**config.mk**
```make
export PLATFORM = sky130hd
export DESIGN_NAME = texture_surface_size
export DESIGN_NICKNAME = d
export VERILOG_FILES = /design/src/rtl/tss_pkg.sv /design/src/rtl/texture_surface_size.sv
export SDC_FILE = /design/constraint.sdc
export NUM_CORES = 2
export LEC_CHECK = 0
export BUFFER_PORTS_ARGS = -buffer_cell sky130_fd_sc_hd__clkbuf_2
export CAP_MARGIN = 20
export CORE_AREA = 2 2 275 277
export CTS_BUF_LIST = sky130_fd_sc_hd__clkbuf_4
export DETAILED_ROUTE_END_ITERATION = 10
export DIE_AREA = 0 0 277 279
export GPL_TIMING_DRIVEN = 0
export PLACE_DENSITY = 0.76
export SKIP_CTS_REPAIR_TIMING = 1
export SLEW_MARGIN = 30
export SYNTH_ARGS = -nofsm -noshare
export SYNTH_HDL_FRONTEND = slang
export SYNTH_SLANG_ARGS = --single-unit
```
**constraint.sdc**
```tcl
create_clock -name i_clk -period 15.1 [get_ports i_clk]
set_clock_uncertainty 0.1 [all_clocks]
set_input_delay 3.775 -clock i_clk [delete_from_list [all_inputs] [get_ports i_clk]]
set_output_delay 3.775 -clock i_clk [all_outputs]
set_load 0.05 [all_outputs]
```
**src/rtl/tss_pkg.sv**
```systemverilog
// ----------------------------------------------------------------------------
// tss_pkg: texture surface size shared definitions
// Format descriptor table, block-width reciprocals and the side-band record
// that travels down the size pipeline.
// ----------------------------------------------------------------------------
package tss_pkg;

    localparam int FMT_COUNT   = 77;
    localparam int FMT_NV12    = 75;
    localparam int FMT_YUV420  = 76;

    // Scaled reciprocal: ceil(x / d) = ((x + d - 1) * recip(d)) >> RECIP_SHIFT,
    // exact for any x below 2^17 and d up to 12.
    localparam int RECIP_SHIFT = 21;
    localparam int RECIP_W     = RECIP_SHIFT + 1;

    typedef struct packed {
        logic [4:0] bytes;
        logic [3:0] bw;
        logic [3:0] bh;
        logic       ds;
        logic [1:0] planes;
    } t_fmt_desc;

    typedef struct packed {
        logic       err;
        logic       ds;
        logic [1:0] planes;
        logic [1:0] shift;
    } t_side;

    function automatic t_fmt_desc fmt_lookup(input logic [6:0] idx);
        t_fmt_desc d;
        d = '{bytes: 5'd0, bw: 4'd1, bh: 4'd1, ds: 1'b0, planes: 2'd1};
        case (idx) inside
            7'd0, 7'd1:                    d.bytes = 5'd1;
            7'd2, 7'd4, 7'd5, 7'd7:        d.bytes = 5'd2;
            7'd3, 7'd6, 7'd8, 7'd10,
            7'd11, 7'd13, [7'd17:7'd21]:   d.bytes = 5'd4;
            7'd9, 7'd12, 7'd15:            d.bytes = 5'd8;
            7'd14, 7'd16:                  d.bytes = 5'd16;
            [7'd22:7'd25], [7'd28:7'd31], 7'd39: begin
                d.bytes = 5'd8;
                d.bw    = 4'd4;
                d.bh    = 4'd4;
            end
            7'd26, 7'd27, [7'd32:7'd38], 7'd40, 7'd41, 7'd42, 7'd43: begin
                d.bytes = 5'd16;
                d.bw    = 4'd4;
                d.bh    = 4'd4;
            end
            7'd44, 7'd45: begin d.bytes = 5'd16; d.bw = 4'd5;  d.bh = 4'd4;  end
            7'd46, 7'd47: begin d.bytes = 5'd16; d.bw = 4'd5;  d.bh = 4'd5;  end
            7'd48, 7'd49: begin d.bytes = 5'd16; d.bw = 4'd6;  d.bh = 4'd5;  end
            7'd50, 7'd51: begin d.bytes = 5'd16; d.bw = 4'd6;  d.bh = 4'd6;  end
            7'd52, 7'd53: begin d.bytes = 5'd16; d.bw = 4'd8;  d.bh = 4'd5;  end
            7'd54, 7'd55: begin d.bytes = 5'd16; d.bw = 4'd8;  d.bh = 4'd6;  end
            7'd56, 7'd57: begin d.bytes = 5'd16; d.bw = 4'd8;  d.bh = 4'd8;  end
            7'd58, 7'd59: begin d.bytes = 5'd16; d.bw = 4'd10; d.bh = 4'd5;  end
            7'd60, 7'd61: begin d.bytes = 5'd16; d.bw = 4'd10; d.bh = 4'd6;  end
            7'd62, 7'd63: begin d.bytes = 5'd16; d.bw = 4'd10; d.bh = 4'd8;  end
            7'd64, 7'd65: begin d.bytes = 5'd16; d.bw = 4'd10; d.bh = 4'd10; end
            7'd66, 7'd67: begin d.bytes = 5'd16; d.bw = 4'd12; d.bh = 4'd10; end
            7'd68, 7'd69: begin d.bytes = 5'd16; d.bw = 4'd12; d.bh = 4'd12; end
            7'd70: begin d.bytes = 5'd2; d.ds = 1'b1; end
            7'd71: begin d.bytes = 5'd3; d.ds = 1'b1; end
            7'd72, 7'd73: begin d.bytes = 5'd4; d.ds = 1'b1; end
            7'd74: begin d.bytes = 5'd5; d.ds = 1'b1; end
            7'd75: begin
                d.bytes  = 5'd24;
                d.bw     = 4'd4;
                d.bh     = 4'd4;
                d.planes = 2'd2;
            end
            7'd76: begin
                d.bytes  = 5'd24;
                d.bw     = 4'd4;
                d.bh     = 4'd4;
                d.planes = 2'd3;
            end
            default: d.planes = 2'd0;
        endcase
        return d;
    endfunction

    // ceil(2^RECIP_SHIFT / d) for every block dimension in the table
    function automatic logic [RECIP_W-1:0] recip(input logic [3:0] d);
        logic [RECIP_W-1:0] m;
        case (d)
            4'd4:    m = 22'd524288;
            4'd5:    m = 22'd419431;
            4'd6:    m = 22'd349526;
            4'd8:    m = 22'd262144;
            4'd10:   m = 22'd209716;
            4'd12:   m = 22'd174763;
            default: m = 22'd2097152;
        endcase
        return m;
    endfunction

endpackage

```
**src/rtl/texture_surface_size.sv**
```systemverilog
// ----------------------------------------------------------------------------
// texture_surface_size: byte size of a texture layer or image plane
// Four-stage pipeline: format decode and mip shift, block rounding,
// block area, byte scaling into the output register.
// ----------------------------------------------------------------------------
// Takes one size request per clock while o_stall is low; each request passes
// through the four pipeline registers r1 to r4 to the output. A stall on the
// output side backs up through the four pipeline registers, and a request is
// refused only when all four hold an item. The two multiplier stages (block
// rounding by scaled reciprocal, then width times height) and the final
// scaling by bytes per block lie between these registers. Unknown formats and
// out-of-range planes return a zero count with the error flag set.
module texture_surface_size (
    input  logic        i_clk,
    input  logic        i_rst_n,
    input  logic        i_valid,
    output logic        o_stall,
    input  logic        i_mode,
    input  logic [15:0] i_surface_width,
    input  logic [15:0] i_surface_height,
    input  logic [6:0]  i_format_index,
    input  logic [4:0]  i_mip_level,
    input  logic [1:0]  i_plane_number,
    output logic        o_valid,
    input  logic        i_stall,
    output logic [35:0] o_byte_count,
    output logic        o_error_flag,
    output logic        o_depth_or_stencil,
    output logic [1:0]  o_plane_count
);

    localparam int RW = tss_pkg::RECIP_W;
    localparam int RS = tss_pkg::RECIP_SHIFT;

    // stage enables
    logic en1, en2, en3, en4;

    // stage 1: decode
    logic                 r1_vld;
    logic [16:0]          r1_xw, r1_xh;
    logic [RW-1:0]        r1_mw, r1_mh;
    logic [4:0]           r1_bytes;
    tss_pkg::t_side       r1_side;

    // stage 2: block counts
    logic                 r2_vld;
    logic [15:0]          r2_qw, r2_qh;
    logic [4:0]           r2_bytes;
    tss_pkg::t_side       r2_side;

    // stage 3: block area
    logic                 r3_vld;
    logic [31:0]          r3_area;
    logic [4:0]           r3_bytes;
    tss_pkg::t_side       r3_side;

    // stage 4: output
    logic                 r4_vld;
    logic [35:0]          r4_count;
    tss_pkg::t_side       r4_side;

    logic [16:0]          n_xw, n_xh;
    logic [RW-1:0]        n_mw, n_mh;
    logic [4:0]           n_bytes;
    tss_pkg::t_side       n_side;
    tss_pkg::t_fmt_desc   desc;
    logic [15:0]          lw, lh;
    logic                 unknown, plane_bad, yuv_plane;

    logic [38:0]          pw, ph;
    logic [36:0]          scaled;

    assign en4     = !r4_vld || !i_stall;
    assign en3     = !r3_vld || en4;
    assign en2     = !r2_vld || en3;
    assign en1     = !r1_vld || en2;
    assign o_stall = !en1;

    always_comb begin
        desc      = tss_pkg::fmt_lookup(i_format_index);
        unknown   = (i_format_index >= 7'(tss_pkg::FMT_COUNT));
        plane_bad = i_mode && (i_plane_number >= desc.planes);
        yuv_plane = i_mode
                 && ((i_format_index == 7'(tss_pkg::FMT_NV12))
                  || (i_format_index == 7'(tss_pkg::FMT_YUV420)));

        // plane mode uses the level-0 size
        lw = i_mode ? i_surface_width  : (i_surface_width  >> i_mip_level);
        lh = i_mode ? i_surface_height : (i_surface_height >> i_mip_level);
        if (lw == 16'd0) lw = 16'd1;
        if (lh == 16'd0) lh = 16'd1;

        n_side.err    = unknown || plane_bad;
        n_side.ds     = desc.ds;
        n_side.planes = desc.planes;
        n_side.shift  = 2'd0;
        n_bytes       = (unknown || plane_bad) ? 5'd0 : desc.bytes;

        if (yuv_plane) begin
            // raw area, one byte per texel, divided down by the plane
            n_xw    = {1'b0, i_surface_width};
            n_xh    = {1'b0, i_surface_height};
            n_mw    = tss_pkg::recip(4'd1);
            n_mh    = tss_pkg::recip(4'd1);
            n_bytes = plane_bad ? 5'd0 : 5'd1;
            if (i_format_index == 7'(tss_pkg::FMT_NV12))
                n_side.shift = i_plane_number;
            else
                n_side.shift = (i_plane_number != 2'd0) ? 2'd2 : 2'd0;
        end else begin
            n_xw = {1'b0, lw} + {13'd0, desc.bw} - 17'd1;
            n_xh = {1'b0, lh} + {13'd0, desc.bh} - 17'd1;
            n_mw = tss_pkg::recip(desc.bw);
            n_mh = tss_pkg::recip(desc.bh);
        end
    end

    assign pw     = r1_xw * r1_mw;
    assign ph     = r1_xh * r1_mh;
    assign scaled = (r3_area * r3_bytes) >> r3_side.shift;

    always_ff @(posedge i_clk) begin
        if (!i_rst_n) begin
            r1_vld <= 1'b0;
            r2_vld <= 1'b0;
            r3_vld <= 1'b0;
            r4_vld <= 1'b0;
        end else begin
            if (en1) r1_vld <= i_valid;
            if (en2) r2_vld <= r1_vld;
            if (en3) r3_vld <= r2_vld;
            if (en4) r4_vld <= r3_vld;
        end
    end

    always_ff @(posedge i_clk) begin
        if (en1) begin
            r1_xw    <= n_xw;
            r1_xh    <= n_xh;
            r1_mw    <= n_mw;
            r1_mh    <= n_mh;
            r1_bytes <= n_bytes;
            r1_side  <= n_side;
        end
        if (en2) begin
            r2_qw    <= pw[RS+15:RS];
            r2_qh    <= ph[RS+15:RS];
            r2_bytes <= r1_bytes;
            r2_side  <= r1_side;
        end
        if (en3) begin
            r3_area  <= r2_qw * r2_qh;
            r3_bytes <= r2_bytes;
            r3_side  <= r2_side;
        end
        if (en4) begin
            r4_count <= scaled[35:0];
            r4_side  <= r3_side;
        end
    end

    assign o_valid            = r4_vld;
    assign o_byte_count       = r4_count;
    assign o_error_flag       = r4_side.err;
    assign o_depth_or_stencil = r4_side.ds;
    assign o_plane_count      = r4_side.planes;

`ifndef SYNTHESIS
    a_err_zero: assert property (@(posedge i_clk) disable iff (!i_rst_n)
        o_valid && o_error_flag |-> o_byte_count == 36'd0)
        else $error("error result with nonzero byte count");

    a_no_planes_err: assert property (@(posedge i_clk) disable iff (!i_rst_n)
        o_valid && (o_plane_count == 2'd0) |-> o_error_flag)
        else $error("unknown format without error flag");

    a_stall_full: assert property (@(posedge i_clk) disable iff (!i_rst_n)
        o_stall |-> r1_vld && r2_vld && r3_vld && r4_vld && i_stall)
        else $error("request refused with a free pipeline slot");

    a_unknown_clean: assert property (@(posedge i_clk) disable iff (!i_rst_n)
        o_valid && (o_plane_count == 2'd0) |-> !o_depth_or_stencil)
        else $error("unknown format reports depth or stencil");
`endif

endmodule
```
Word level (Yosys, flattened, before mapping)
Cells that the tools add are included.
{ "word_totals": {"in_bits": 51, "reg_bits": 219, "word_cells": 260, "output_inout_bits": 42} }
{ "classes": {"mul": 4, "magnitude_cmp": 10, "reduce_logical": 44, "mux": 95, "n_eq_ne": 68, "add_sub_neg": 4, "shifts": 3} }
{ "op_table": {"columns": ["operator", "count"], "rows": [
  ["$pmux W22 S6", 2],
  ["$mux W8", 23],
  ["$eq A7 B6 Y1 const B", 25],
  ["$mux W5", 28],
  ["$mux W16", 6],
  ["$eq A7 B7 Y1 const B", 13],
  ["$mul A17 B22 Y37", 2],
  ["$eq A7 B4 Y1 const B", 8],
  ["$mux W2", 28],
  ["$reduce_or A54 Y1", 1],
  ["$mul A32 B5 Y37", 1],
  ["$shr A37 B2 Y36", 1],
  ["$add A16 B4 Y17", 2],
  ["$sub A17 B1 Y17 const B", 2],
  ["$logic_not A16 Y1", 2],
  ["$mul A16 B16 Y32", 1],
  ["$reduce_or A2 Y1", 16],
  ["$shr A16 B5 Y16", 2],
  ["$eq A7 B3 Y1 const B", 4],
  ["$eq A4 B3 Y1 const B", 6],
  ["$eq A4 B4 Y1 const B", 6],
  ["$eq A7 B5 Y1 const B", 3],
  ["$ge A7 B5 Y1 const B", 3],
  ["$le A7 B5 Y1 const B", 3],
  ["16 further kinds", 40]
]} }

Logic depth before layout (Yosys ltp)
{ "logic_depth": {"word_depth": 32, "ltp_mapped": 27, "depth_no_buf": 26} }

Worst setup path before layout
No wires, ideal clock.
{ "synth_path": {"kind": "input to output", "startpoint": "input i_stall", "endpoint": "output o_stall", "required_time_ns": 11.225, "n_path_buf": 0, "slack_ns": 4.651, "arrival_ns": 6.574, "cell_stages": 3, "path_cell_list": "and3_1 nand3_1 inv_1"} }
{ "synth_between": {"elab_chain_len": 6} }
{ "synth_lines": {"columns": ["element", "line", "text"], "rows": [
  ["start: declaration", "texture_surface_size.sv:25", "input logic i_stall,"],
  ["$logic_not A1 Y1", "texture_surface_size.sv:73", "assign en4 = !r4_vld || !i_stall;"],
  ["$logic_or A1 B1 Y1", "texture_surface_size.sv:73", null],
  ["$logic_or A1 B1 Y1", "texture_surface_size.sv:74", "assign en3 = !r3_vld || en4;"],
  ["$logic_or A1 B1 Y1", "texture_surface_size.sv:75", "assign en2 = !r2_vld || en3;"],
  ["$logic_or A1 B1 Y1", "texture_surface_size.sv:76", "assign en1 = !r1_vld || en2;"],
  ["$logic_not A1 Y1", "texture_surface_size.sv:77", "assign o_stall = !en1;"],
  ["end: declaration", "texture_surface_size.sv:17", "output logic o_stall,"]
]} }
Every way passes these cells.

Worst setup path after layout
Same ends and word-level chain as after synthesis.

==> summary.txt <==
number of I/O pins -> 93
Max FO, Critical Path -> 36
Core Util, Final -> 57.4%
CTS Root Cell -> clkbuf_4
Setup TNS Final -> 0 ns
Slew HR -> 48.0%
synthesized cell area -> 40500 um2
gr usage total -> 25.7%
row cnt -> 100
# setup viols final -> 0
largest net degree at the start of global routing -> 44
via count -> 29400
sequential fraction of the synthesis area -> 14.4%
Nets -> 5519
Critical Path AT -> 5.24 ns
area leader, netlist -> fa_1
Post-Syn Nets -> 5412
commonest non-fill, non-tap cell in the layout -> inv_1
RR Endpoint -> r2_qw[15]
HPWL after DPL -> 81.8 mm
GR Layer Usage met2 -> 44.0%
Peak Freq -> 110 MHz
minimum clock period -> 9.12 ns
DP Area -> 42200 um2
status -> completed
met1 GRT Util -> 33.5%
post-synthesis register bit count -> 195
Post-synth ARST share -> 0%
routing usage on met3 -> 4.58%
clk slew on worst S/H paths -> 0.18 ns
Clock Latency Late Sink -> 0.74 ns
number of port buffers -> 86
Cell variety after synth -> 84
Slew Viols, Final -> 0
Final Hold Slack -> 0.337 ns
first-pass GRT wire length -> 158 mm
Chip Width -> 277 um
total grt overflow -> 0
drt wl/cell -> 18.0 um
Die Y -> 279 um
Max Cap Viol -> 0
Initial DRC Count -> 1818
Initial Util -> 54.7%
via/cell ratio -> 5.51
H-tree Lvls -> 4
Slowest Stage Delay on Critical Path -> 0.47 ns
Area contributors post-synth -> fa_1 (35%), edfxtp_1 (14%), ha_1 (13%), inv_1 (8.6%), and2_1 (6.6%)
reg-to-reg slack, setup -> 7.27 ns
Reg2Reg Depth -> 23
initial antenna violation count -> 7
GR peak layer -> met2
WP buf/inv -> 3
final hold violations -> 0
die area -> 77300 um2
Tcrit/Tclk final -> 60.4%
CTS tree -> built
routability cong. -> 0.966
hold path cells -> 0
CP cell instances -> clkbuf_2, and3_1, nand3_4, inv_1, clkbuf_2
Post-route DRC -> 0
clk sink count -> 195
Least-Margin Pin Slew -> 0.780 ns
Main synth FF type -> edfxtp_1
Critical Path Start Type -> input port
hold endpoint -> r3_bytes[1]
Design Area, Final -> 42500 um2
Hold Crit Start -> r2_bytes[1]
share of the synthesized area in the top cell type -> 35.2%
layout cells sized above 1 -> 4.43%
drt pass-1 iters -> 6
Worst R2R Start -> r1_mw[15]
syn avg cell area -> 9.54 um2
critical path's most frequent cell -> clkbuf_2
Worst setup EP type -> output port
commonest cells after routing, fill and taps aside -> inv_1 (932), fa_1 (712), nand2_1 (434), and2_1 (427), ha_1 (407)
Cells after Synth -> 4242
crit-path leading delay family -> simple AND/OR/NAND/NOR gates
unrepaired setup endpoints after global routing -> false
layout overhead on the synthesized area -> 4.98%
yosys warns -> 0
Critical Setup Path Class -> input port to output port
worst min path class -> flop to flop
WP data required -> 11.23 ns
clk buf depth -> 2
Critical-path top delay cell -> nand3_4
post-route ant nets -> 0
EDFF count, synth -> 191
vias in the first global route -> 31000
CORE AREA -> 74100 um2
CTS Buf Count -> 17
Post-Route WL -> 96.0 mm
-- logic make-up (layout without fill, tap and decap cells) --
| kind of cell | Yosys count | after routing | synth area share [%] |
|---|---|---|---|
| AO/OA/AOI/OAI | 472 | 472 | 7.64 |
| XOR/XNOR | 122 | 122 | 2.64 |
| adder cells (fa/ha/maj) | 1119 | 1119 | 47.8 |
| other | 0 | 6 | 0 |
| multiplexers | 93 | 93 | 3.11 |
| flip-flops | 195 | 195 | 14.4 |
| buffers and inverters | 1077 | 1196 | 10.0 |
| AND/OR/NAND/NOR | 1164 | 1164 | 14.5 |
-- area by class of cell --
class	count	area, um2
Sequential cell	195	5820
Fill cell	6419	31600
Clock buffer	19	143
Tap cell	969	1210
Inverter	935	3510
Multi-Input combinational cell	2970	30600
Antenna cell	6	15.0
Clock inverter	12	150
Timing Repair Buffer	88	470
Buffer	142	547
-- cells in the mapped netlist (18+ instances only) --
cell type  count
mux4_2        25
a21oi_1      165
a21o_1        46
nand2b_1      24
and3_1        18
o21bai_1      21
fa_1         712
xor2_1        39
xnor2_1       83
o21ai_0       62
and2_1       427
nor2b_1       21
nor3_1        23
inv_1        933
mux2i_1       56
clkbuf_1     129
nand3_1       26
nand2_1      436
ha_1         407
nor2_1       126
edfxtp_1     191
-- registers in the layout (all words and copies together) (netlist names), 10 cells and up --
| register | cells |
|---|---|
| r3_area | 32 |
| r1_mw | 10 |
| r2_qh | 16 |
| r1_xh | 17 |
| r1_mh | 10 |
| r1_xw | 17 |
| o_byte_count | 36 |
| r2_qw | 16 |
-- per-layer routing --
layer	wire length (um)	up-vias
li1	-	13500
met1	39300	14600
met2	47200	1074
met3	7030	164
met4	2460	6
met5	44	-
-- worst max path at each step --
stage / slack, ns / end / startpoint / cells after the start
2_1_floorplan: 4.65 / o_stall / i_stall / 3
3_3_place_gp: 4.05 / o_stall / i_stall / 5
3_5_place_dp: 5.63 / r1_xw[15] / i_mip_level[1] / 26
4_1_cts: 5.94 / o_stall / i_stall / 5
5_1_grt: 5.85 / o_stall / i_stall / 5
6_report: 5.98 / o_stall / i_stall / 5
-- stage by stage --
step,instances,setup slack (ns)
final,5336,5.98
after global routing,5333,5.85
after CTS,5330,5.94
after detailed placement,5299,5.63
after global placement,5297,4.05
after floorplan,4242,4.65
Power is left out: the tool's default activity adds up to more than one toggle a clock period on the data nets, which glitch-free logic cannot reach.
